File: src/rtl/cpp_pkg.sv
// Package with the shared constants, types and decode functions of the command packet parser.
`default_nettype none

package cpp_pkg;

  localparam logic [7:0] CH_HEADER = 8'h24;  // '$'
  localparam logic [7:0] CH_END    = 8'h23;  // '#'

  localparam int unsigned CountWidth = 4;
  localparam logic [CountWidth-1:0] NameLen   = CountWidth'(3);
  localparam logic [CountWidth-1:0] CountMax  = {CountWidth{1'b1}};

  typedef enum logic [2:0] {
    CMD_GOO = 3'd0,
    CMD_END = 3'd1,
    CMD_SPD = 3'd2,
    CMD_ALT = 3'd3,
    CMD_MAN = 3'd4,
    CMD_LED = 3'd5,
    CMD_UNK = 3'd7
  } cmd_e;

  typedef enum logic {
    KIND_CMD = 1'b0,
    KIND_ERR = 1'b1
  } kind_e;

  typedef struct packed {
    kind_e       kind;
    logic [2:0]  command_code;
    logic [15:0] command_value;
    logic [7:0]  packet_count;
  } rslt_t;

  // Maps the three command letters to a command code.
  function automatic cmd_e cmd_decode(input logic [7:0] c0, input logic [7:0] c1,
                                      input logic [7:0] c2);
    cmd_e k;
    k = CMD_UNK;
    if      (c0 == "G" && c1 == "O" && c2 == "O") k = CMD_GOO;
    else if (c0 == "E" && c1 == "N" && c2 == "D") k = CMD_END;
    else if (c0 == "S" && c1 == "P" && c2 == "D") k = CMD_SPD;
    else if (c0 == "A" && c1 == "L" && c2 == "T") k = CMD_ALT;
    else if (c0 == "M" && c1 == "A" && c2 == "N") k = CMD_MAN;
    else if (c0 == "L" && c1 == "E" && c2 == "D") k = CMD_LED;
    return k;
  endfunction

  // Number of hex digits that follow each command.
  function automatic logic [CountWidth-1:0] cmd_digits(input cmd_e k);
    logic [CountWidth-1:0] n;
    case (k)
      CMD_GOO: n = CountWidth'(4);
      CMD_SPD: n = CountWidth'(4);
      CMD_ALT: n = CountWidth'(4);
      CMD_MAN: n = CountWidth'(2);
      CMD_LED: n = CountWidth'(2);
      default: n = '0;
    endcase
    return n;
  endfunction

  // True when the byte is a hex digit; the nibble is zero otherwise.
  function automatic logic hex_ok(input logic [7:0] c);
    return (c >= "0" && c <= "9") || (c >= "a" && c <= "f") || (c >= "A" && c <= "F");
  endfunction

  function automatic logic [3:0] hex_nibble(input logic [7:0] c);
    logic [3:0] n;
    n = 4'd0;
    if (c >= "0" && c <= "9")      n = 4'(c - "0");
    else if (c >= "a" && c <= "f") n = 4'(c - "a" + 8'd10);
    else if (c >= "A" && c <= "F") n = 4'(c - "A" + 8'd10);
    return n;
  endfunction

endpackage

`default_nettype wire

File: src/rtl/cpp_if.sv
// Handshake interfaces for the received byte channel and the result channel.
`default_nettype none

interface cpp_byte_if;
  logic       valid;
  logic       ready;
  logic [7:0] rx_byte;

  modport source (output valid, output rx_byte, input ready);
  modport sink   (input valid, input rx_byte, output ready);
endinterface

interface cpp_result_if;
  logic        valid;
  logic        ready;
  logic        kind;
  logic [2:0]  command_code;
  logic [15:0] command_value;
  logic [7:0]  packet_count;

  modport source (output valid, output kind, output command_code, output command_value,
                  output packet_count, input ready);
  modport sink   (input valid, input kind, input command_code, input command_value,
                  input packet_count, output ready);
endinterface

`default_nettype wire

File: src/rtl/command_packet_parser.sv
// Top level of the command packet parser: frame state, decode and the result buffer.
//
// Usage: bytes of a serial stream arrive on rx_i, one per transfer. The block
// looks for frames made of '$', a three-letter command (GOO, END, SPD, ALT, MAN,
// LED), the hex digits of its value (4, 0, 4, 4, 2 and 2 digits) and '#'.
// Each '#' inside a frame, and each '$' that interrupts a frame, gives one
// transfer on res_o: either a command with its decoded value and the running
// count of good packets, or a format error. Other bytes give no result.
// A result is registered and reaches res_o once each result ahead is taken.
// One byte per cycle unless two results wait; the frame state is updated by
// short logic between the byte handshake and a two-entry result buffer.
// A byte is taken whenever the second buffer entry is free, so a result may sit
// unclaimed while further bytes stream in; only when two results wait does
// rx_i.ready drop, and it comes back the cycle after the receiver takes one.
// Reset (rst_ni low, asynchronous) closes any frame, empties the buffer and
// clears the packet count. Results are never dropped or repeated.
`default_nettype none

module command_packet_parser
  import cpp_pkg::*;
(
  input  wire logic     clk_i,
  input  wire logic     rst_ni,
  cpp_byte_if.sink      rx_i,
  cpp_result_if.source  res_o
);

  // Frame state.
  logic                  in_body_q, in_body_d;
  logic [CountWidth-1:0] count_q, count_d;
  cmd_e                  kind_q, kind_d;
  logic [15:0]           acc_q, acc_d;
  logic                  derr_q, derr_d;
  logic [7:0]            vcount_q, vcount_d;
  // The first two command letters; the third is decoded as it arrives.
  logic [7:0]            char0_q, char0_d, char1_q, char1_d;

  // Result buffer: a head entry that drives res_o and a second entry behind it.
  logic  head_vld_q, head_vld_d, skid_vld_q, skid_vld_d;
  rslt_t head_q, head_d, skid_q, skid_d;

  logic                  take;
  logic                  pop;
  logic                  emit;
  rslt_t                 rslt;
  logic [7:0]            b;
  logic                  is_hdr, is_end;
  logic [CountWidth-1:0] body_len;
  logic                  bad;

  assign b      = rx_i.rx_byte;
  assign is_hdr = (b == CH_HEADER);
  assign is_end = (b == CH_END);
  assign take   = rx_i.valid && rx_i.ready;
  assign pop    = head_vld_q && res_o.ready;

  assign body_len = NameLen + cmd_digits(kind_q);
  assign bad = (count_q < NameLen) || (kind_q == CMD_UNK) || derr_q || (count_q != body_len);

  // Frame tracking and result formation for the byte on the input.
  always_comb begin
    in_body_d = in_body_q;
    count_d   = count_q;
    kind_d    = kind_q;
    acc_d     = acc_q;
    derr_d    = derr_q;
    vcount_d  = vcount_q;
    char0_d   = char0_q;
    char1_d   = char1_q;
    emit      = 1'b0;
    rslt      = '{kind: KIND_ERR, command_code: 3'd0, command_value: 16'd0,
                  packet_count: vcount_q};

    if (!in_body_q) begin
      // Outside a frame only a header byte matters.
      if (is_hdr) begin
        in_body_d = 1'b1;
        count_d   = '0;
        kind_d    = CMD_GOO;
        acc_d     = '0;
        derr_d    = 1'b0;
      end
    end else if (is_end) begin
      in_body_d = 1'b0;
      emit      = 1'b1;
      if (!bad) begin
        vcount_d = vcount_q + 8'd1;
        rslt     = '{kind: KIND_CMD, command_code: kind_q, command_value: acc_q,
                     packet_count: vcount_q + 8'd1};
      end
    end else if (is_hdr) begin
      // A header inside a body reports an error and starts the body again.
      emit    = 1'b1;
      count_d = '0;
      kind_d  = CMD_GOO;
      acc_d   = '0;
      derr_d  = 1'b0;
    end else begin
      if (count_q < NameLen) begin
        if (count_q == CountWidth'(0)) char0_d = b;
        if (count_q == CountWidth'(1)) char1_d = b;
        if (count_q == CountWidth'(2)) kind_d = cmd_decode(char0_q, char1_q, b);
      end else if (count_q < body_len) begin
        if (!hex_ok(b)) derr_d = 1'b1;
        acc_d = {acc_q[11:0], hex_nibble(b)};
      end
      if (count_q != CountMax) count_d = count_q + CountWidth'(1);
    end
  end

  // Two-entry result buffer; a byte is taken whenever the second entry is free.
  always_comb begin
    head_vld_d = head_vld_q;
    skid_vld_d = skid_vld_q;
    head_d     = head_q;
    skid_d     = skid_q;
    if (pop) begin
      if (skid_vld_q) begin
        head_d     = skid_q;
        skid_vld_d = take && emit;
        skid_d     = rslt;
      end else begin
        head_vld_d = take && emit;
        head_d     = rslt;
      end
    end else if (take && emit) begin
      if (head_vld_q) begin
        skid_vld_d = 1'b1;
        skid_d     = rslt;
      end else begin
        head_vld_d = 1'b1;
        head_d     = rslt;
      end
    end
  end

  always_ff @(posedge clk_i or negedge rst_ni) begin
    if (!rst_ni) begin
      in_body_q  <= 1'b0;
      count_q    <= '0;
      kind_q     <= CMD_GOO;
      acc_q      <= '0;
      derr_q     <= 1'b0;
      vcount_q   <= '0;
      head_vld_q <= 1'b0;
      skid_vld_q <= 1'b0;
    end else begin
      if (take) begin
        in_body_q <= in_body_d;
        count_q   <= count_d;
        kind_q    <= kind_d;
        acc_q     <= acc_d;
        derr_q    <= derr_d;
        vcount_q  <= vcount_d;
      end
      head_vld_q <= head_vld_d;
      skid_vld_q <= skid_vld_d;
    end
  end

  // Letters and buffered results are only read after they have been written.
  always_ff @(posedge clk_i) begin
    if (take) begin
      char0_q <= char0_d;
      char1_q <= char1_d;
    end
    head_q <= head_d;
    skid_q <= skid_d;
  end

  assign rx_i.ready          = !skid_vld_q;
  assign res_o.valid         = head_vld_q;
  assign res_o.kind          = head_q.kind;
  assign res_o.command_code  = head_q.command_code;
  assign res_o.command_value = head_q.command_value;
  assign res_o.packet_count  = head_q.packet_count;

endmodule

`default_nettype wire

File: src/flat_wrapper.sv
// flat-port wrapper written by rule: the top's interface ports become plain ports
module command_packet_parser_flat import cpp_pkg::*;
  (clk_i, rst_ni, rx_i_valid, rx_i_rx_byte, rx_i_ready, res_o_valid, res_o_kind, res_o_command_code, res_o_command_value, res_o_packet_count, res_o_ready);
  cpp_byte_if rx_i_i ();
  cpp_result_if res_o_i ();
  input  wire logic clk_i;
  input  wire logic rst_ni;
  input wire logic [$bits(rx_i_i.valid)-1:0] rx_i_valid;
  input wire logic [$bits(rx_i_i.rx_byte)-1:0] rx_i_rx_byte;
  output wire logic [$bits(rx_i_i.ready)-1:0] rx_i_ready;
  output wire logic [$bits(res_o_i.valid)-1:0] res_o_valid;
  output wire logic [$bits(res_o_i.kind)-1:0] res_o_kind;
  output wire logic [$bits(res_o_i.command_code)-1:0] res_o_command_code;
  output wire logic [$bits(res_o_i.command_value)-1:0] res_o_command_value;
  output wire logic [$bits(res_o_i.packet_count)-1:0] res_o_packet_count;
  input wire logic [$bits(res_o_i.ready)-1:0] res_o_ready;
  assign rx_i_i.valid = rx_i_valid;
  assign rx_i_i.rx_byte = rx_i_rx_byte;
  assign rx_i_ready = rx_i_i.ready;
  assign res_o_valid = res_o_i.valid;
  assign res_o_kind = res_o_i.kind;
  assign res_o_command_code = res_o_i.command_code;
  assign res_o_command_value = res_o_i.command_value;
  assign res_o_packet_count = res_o_i.packet_count;
  assign res_o_i.ready = res_o_ready;
  command_packet_parser u_core (.clk_i(clk_i), .rst_ni(rst_ni), .rx_i(rx_i_i), .res_o(res_o_i));
endmodule
File: config.mk
export PLATFORM = sky130hd
export DESIGN_NAME = command_packet_parser_flat
export DESIGN_NICKNAME = d
export VERILOG_FILES = /design/src/rtl/cpp_pkg.sv /design/src/rtl/cpp_if.sv /design/src/rtl/command_packet_parser.sv /design/src/flat_wrapper.sv
export SDC_FILE = /design/constraint.sdc
export NUM_CORES = 1
export LEC_CHECK = 0
export BUFFER_PORTS_ARGS = -buffer_cell sky130_fd_sc_hd__buf_2
export CAP_MARGIN = 15
export CORE_UTILIZATION = 50
export DETAILED_ROUTE_END_ITERATION = 10
export PLACE_DENSITY_LB_ADDON = 0.3
export SLEW_MARGIN = 20
export SYNTH_ARGS = -nofsm -noshare
export SYNTH_HDL_FRONTEND = slang
export SYNTH_SLANG_ARGS = --single-unit
export TNS_END_PERCENT = 20
File: constraint.sdc
create_clock -name clk_i -period 4.2 [get_ports clk_i]
set_clock_uncertainty 0.1 [all_clocks]
set_input_delay 0.42 -clock clk_i [delete_from_list [all_inputs] [get_ports clk_i]]
set_output_delay 0.42 -clock clk_i [all_outputs]
set_load 0.02 [all_outputs]
==> metrics, run 1 <==
Die ar. around 10000 um2; remaining antenna violation count 0; CP dominant cell by count ha_1; Synth Register Bits 107; CTS tree built; routability congestion estimate 0.871; DR WL/cell 15.2 um; endpoints failing setup 0; critical path peak fanout 28; setup bufs post-CTS 0; worst-skew pair later-pin latency 380 ps; CTS root buf clkbuf_8; synth top area cells edfxtp_1, dfrtp_1, mux2_2, ha_1, o21ai_0; Placement Setup Slack 1230 ps; outcome complete, no violations; worst path cell trace nor2b_1 > ha_1 > inv_1 > ha_1 > a21o_1 > a2111oi_2 > o221ai_2 > nand2_1 > o21ai_0; TNS Setup 0 ps; Mapped Cells 394; nature of the critical path endpoint flip-flop; number of synthesized flops with an enable pin 72; vias in the first global route 3007; Synth Net Count 419; TritonCTS buffer count 9; # DRC 0; Register Area 3040 um2; final net count 463; filler instances around 800; crit path setup slack, layout 1200 ps; Slew Viols, Final 0; vias per std cell 5.59; number of diodes 0; final core utilization 57.4%; first-pass GRT wire length about 14000 um; drt total wl between 8000 and 9000 um; Slowest-stage cell, CP a2111oi_2; Placed Area between 5000 and 6000 um2; number of gates resized after cts 0; Tightest Pin Transition about 1000 ps; ys flop type edfxtp_1; Post-Syn Area per Cell around 13 um2; placed cells 560; largest net degree at the start of global routing 36; Slew HR 30.2%; clk sinks 107; Fin. Hold Viols 0; dpl hpwl 6050 um; register area share after synthesis 60.6%; Hold Crit Class in -> async; DRT Pass-1 Iters 4; Area Overhead vs Synth 11.5%; Initial Utilization a little over 50%; # H-tree levels 3; unrepaired setup endpoints after global routing false; Die X 102 um; library cells used by synthesis 58; library cell with the largest summed area after synthesis edfxtp_1; via count 3222; # rows 36; Max Fclk 334 MHz; CTS Buffer Depth 2; share of cells above drive strength 1 23.7%; Die Ht 102 um; Port Buffers 41; Worst R2R Start u_core.kind_q[2]; crit-path max cell delay 560 ps; Core Area 9730 um2; ys async rst share 32.7%; crit path time final approximately 3000 ps; top-area cell type share of the netlist area 43.2%; Tot GR Track Use roughly 18%; Tcrit/Tclk final between 70% and 80%; final std cells w/o fill 576; PD cells 365 nW/um2; Crit Path Category reg -> reg; Crit path required time between 4000 and 5000 ps; synth warn 0; initial drt markers 168; initial antenna violation count 0; crit path from u_core.kind_q[2]; clock slew at reported path FFs 100 ps; post-route design area 5580 um2; Post-Syn Area 5010 um2; Lkg Pwr 2.25 nW; Max-Cap Viols 0; Worst VDD drop approximately 0.00016 V; IO Count 42; CTS Hold Bufs 0; startpoint class of the critical path flip-flop; GRT overflow 0; WP data arrival 3110 ps; area of the multi-input gates 1870 um2
-- registers in the layout, indices dropped and copies added, names as in the netlist, 3 cells and up --
| name | count |
|---|---|
| u_core.res_o.command_code | 3 |
| u_core.char1_q | 8 |
| u_core.char0_q | 8 |
| u_core.res_o.command_value | 16 |
| u_core.count_q | 4 |
| u_core.kind_q | 3 |
| u_core.res_o.packet_count | 8 |
| u_core.skid_q | 28 |
| u_core.acc_q | 16 |
| u_core.vcount_q | 8 |
-- final cells by class --
| type | count | share of cell area (%) |
|---|---|---|
| clock buffers | 11 | 2.71 |
| clock inverters | 5 | 1.19 |
| inverters | 13 | 0.874 |
| multi-input cells | 261 | 33.5 |
| flip-flops and latches | 107 | 54.4 |
| well taps | 133 | 2.98 |
| repair buffers | 46 | 4.35 |
-- metal layers --
layer | vias up | track usage [%] | wire length [um]
met5 | - | 0 | 0
met1 | 1593 | 24.9 | 4130
met4 | 0 | 8.02 | 152
met2 | 80 | 28.5 | 4100
li1 | 1532 | - | -
met3 | 17 | 3.63 | 352
-- critical path, delay by kind of cell (launching register included) --
family / cells / cell delay [ps]
AO/OA/AOI/OAI: 4 / 1360
adder cells (fa/ha/maj): 2 / 540
buffers and inverters: 1 / 40
flip-flops: 1 / 440
AND/OR/NAND/NOR: 2 / 350
-- through the flow --
| step | power, mW | hold WS [ps] |
|---|---|---|
| 6_report | 2.04 | 8.68 |
| 5_1_grt | 2.12 | 69.0 |
| 4_1_cts | 2.05 | 39.9 |
| 3_5_place_dp | 1.39 | 368 |
| 3_3_place_gp | 1.38 | 354 |
| 2_1_floorplan | 1.33 | 24.4 |
-- synthesized netlist by cell type (all sizes together) (4+ instances only) --
cell     n
nand3   20
clkbuf   8
o21ai   32
and3    10
edfxtp  72
nor4     4
and2    20
xnor2   15
nand2   38
a21oi    8
inv     13
nand3b   6
nor3     5
mux2    29
nor2b    6
dfrtp   35
nor4b    4
nor2     9
ha      13
buf      5
-- logic make-up (layout without fill, tap and decap cells) --
logic type	after synthesis	in the layout	synth area share, %
xor+xnor	17	17	2.97
simple gates	140	140	16.7
buf+inv	26	75	2.10
fa+ha+maj	13	13	3.25
mux	31	31	6.92
flops	107	107	60.6
compound gates	60	60	7.47
-- power breakdown --
group          internal (mW)  switching [mW]
combinational         0.0651           0.106
clock                  0.317           0.356
sequential              1.15          0.0412
-- worst paths after layout --
check                                     end  slack, ps  cells past startpoint
min in group clk_i          u_core.skid_vld_q        190                      2
max in group asynchronous     u_core.acc_q[2]       3470                      1
hold reg to reg              u_core.acc_q[14]        390                      2
hold / removal             u_core.vcount_q[2]          9                      1
setup reg to reg              u_core.acc_q[7]       1200                      9
setup / recovery              u_core.acc_q[7]       1200                      9
-- cell usage in the layout (no fill, tap or decap), types with 2 or more instances in the layout --
cell type and n:
a211oi_1 3, a21o_1 3, a21oi_1 8, a22o_1 2, and2_1 20, and3_1 10
buf_2 41, buf_4 5, clkbuf_8 11, dfrtp_1 35, edfxtp_1 72, ha_1 13
inv_1 13, inv_6 2, mux2_2 29, mux2i_1 2, nand2_1 37, nand2b_1 3
nand3_1 20, nand3b_1 6, nand4_1 2, nand4b_1 2, nor2_1 8, nor2b_1 6
nor3_1 3, nor3_2 2, nor4_1 4, nor4b_4 2, o21ai_0 27, o21ai_1 3
o21ai_2 2, o31ai_1 2, or4_1 2, xnor2_1 15, xor2_1 2
(Power assumes the default switching activity.)
==> run 2: changes to the inputs <==
Settings changed: ABC_AREA set to 1.
Clock period 4.2 ns to 2.8 ns, I/O delays scaled along.
==> run 2 against run 1 <==
Net effect:
- global-route usage is 1.5 points higher
- non-clock buffer count is 4 higher
- via count is 17% higher
- sequential power is 40% higher
- critical path type unchanged
- largest cell class unchanged
- routed wire length is 15% higher
- critical path depth is 5 higher
- synthesized area is 4.5% higher
- sequential cell count stayed put
- core utilization is 0.88 points higher
==> metrics, run 2 <==
outcome complete, no violations; Tcrit/Tclk final just over 90%; commonest non-fill, non-tap cell in the layout nand2_1; Post-synth top cells nand2_1, edfxtp_1, nor2_1, inv_1, dfrtp_1; Max-Cap Viols 0; routability congestion estimate 0.896; CTS Buffer Depth 2; synth warn 0; register area share after synthesis 58.0%; most frequent cells in the layout nand2_1, edfxtp_1, nor2_1, inv_1, buf_2; filler instances 871; Max Fclk 394 MHz; number of diodes 0; share of cells above drive strength 1 17.7%; synth top area cells edfxtp_1, dfrtp_1, nand2_1, nor2_1, inv_1; DR WL/cell 13.5 um; Crit Path Category reg -> reg; crit path time final approximately 2500 ps; Core Area 9950 um2; final hold slack around 40 ps; initial drt markers 223; Worst VDD drop 0.000225 V; Lkg Pwr 2.38 nW; Crit path required time 2950 ps; Tot GR Track Use just under 20%; drt total wl roughly 10000 um; Synth Register Bits 107; Die Ht 104 um; # H-tree levels 3; most common cell in the netlist nand2_1; Top reg by flops u_core.skid_q; Mapped Cells 555; remaining antenna violation count 0; PD cells between 400 and 500 nW/um2; Post-Syn Area per Cell 9.43 um2; GRT overflow 0; TNS Setup 0 ps; number of synthesized flops with an enable pin 72; dpl hpwl roughly 6900 um; critical path peak fanout 15; Die ar. 10900 um2; Port Buffers 41; worst-skew pair later-pin latency around 370 ps; # DRC 0; # rows 36; via count 3767; DRT Pass-1 Iters 4; TritonCTS buffer count 9; unrepaired setup endpoints after global routing false; IO Count 42; flop-to-flop setup slack 260 ps; vias per std cell 5.06; Slew Viols, Final 0; Die X 104 um; CTS tree built; WP data arrival 2680 ps; max reg flops 28; ys async rst share 32.7%; nature of the critical path endpoint flip-flop; final net count about 630; library cells used by synthesis 29; endpoints failing setup 0; Fin. Hold Viols 0; CTS root buf clkbuf_8; top-area cell type share of the netlist area 41.3%; initial antenna violation count 0; Post-Syn Area ~5200 um2; Initial Utilization ~53%; Slew HR between 40% and 50%; Tightest Pin Transition 803 ps; clock slew at reported path FFs 100 ps; largest net degree at the start of global routing 36; startpoint class of the critical path flip-flop; Hold Crit Class in -> reg; vias in the first global route 3693; clk sinks 107; first-pass GRT wire length approximately 17000 um; Area Overhead vs Synth 10.8%; Synth Net Count 580; ys flop type edfxtp_1; library cell with the largest summed area after synthesis edfxtp_1
[run 2: cell type report]
| type | instances | area (um2) | share of cell area, % |
|---|---|---|---|
| sequential | 107 | 3040 | 52.4 |
| clock buffer | 10 | 128 | 2.20 |
| timing repair buffer | 50 | 275 | 4.75 |
| clock inverter | 6 | 48.8 | 0.841 |
| multi-input combinational | 373 | 1890 | 32.6 |
| inverter | 65 | 251 | 4.34 |
| tap | 133 | 166 | 2.87 |
[run 2: stage by stage]
step / cell area (um2) / util [%] / cells / power [mW] / setup slack [ps]
2_1_floorplan: 5240 / - / 555 / 1.74 / 402
3_3_place_gp: 5580 / 56.0 / 724 / 1.77 / 308
4_1_cts: 5770 / 57.9 / 741 / 2.64 / 179
6_report: 5800 / 58.3 / 744 / 2.63 / 265
5_1_grt: 5800 / 58.3 / 744 / 2.71 / 42.5
3_5_place_dp: 5580 / 56.0 / 724 / 1.77 / 181
[run 2: report_power, final]
part           leakage [nW]  switching (mW)  internal (mW)
combinational          1.28          0.0463         0.0178
clock                0.0921           0.551          0.337
sequential             1.00               0           1.67
[run 2: cells by family (layout without fill, tap and decap cells)]
family | Yosys count | in the layout | synth area share [%]
AOI/OAI and AO/OA | 39 | 39 | 4.76
buffers and inverters | 76 | 131 | 6.36
and+or+nand+nor | 312 | 313 | 26.2
adders and majority gates | 13 | 13 | 3.11
DFF | 107 | 107 | 58.0
xor gates and xnor gates | 8 | 8 | 1.48
[run 2: worst max-delay path, cell delays in order (launching register included)]
cell     delay, ps
dfrtp_1        420
inv_1           90
a21oi_1         60
ha_1           280
inv_1           40
ha_1           290
nand2_1         60
nor2_1         100
nand3_1        120
nor2_4         230
buf_4          170
nand2_4        130
nor2_1         170
nand2_1         90
nand2_1         60
[run 2: path summary, 6_finish.rpt]
check | cells after the start | start | end
hold / removal | 1 | rx_i_rx_byte[6] | u_core.char0_q[6]
max in group asynchronous | 2 | rst_ni | u_core.kind_q[0]
setup / recovery | 14 | u_core.kind_q[1] | u_core.res_o.command_value[10]
hold reg to reg | 2 | u_core.acc_q[2] | u_core.acc_q[2]
min in group asynchronous | 2 | rst_ni | u_core.vcount_q[4]
setup reg to reg | 14 | u_core.kind_q[1] | u_core.res_o.command_value[10]
[run 2: per-layer routing]
layer  vias up  GRT usage (%)  wire length (um)
li1       1908              -                 -
met3         5           3.51               373
met5         -              0                 0
met1      1776           24.9              4650
met2        78           33.9              4960
met4         0           7.45                65
[run 2: timing repair]
item,CTS,global route
endpoints found under the setup margin,0,4
endpoints found under the hold margin,35,0
hold buffers,1,0
buffers inserted,0,2
resized for setup,0,1
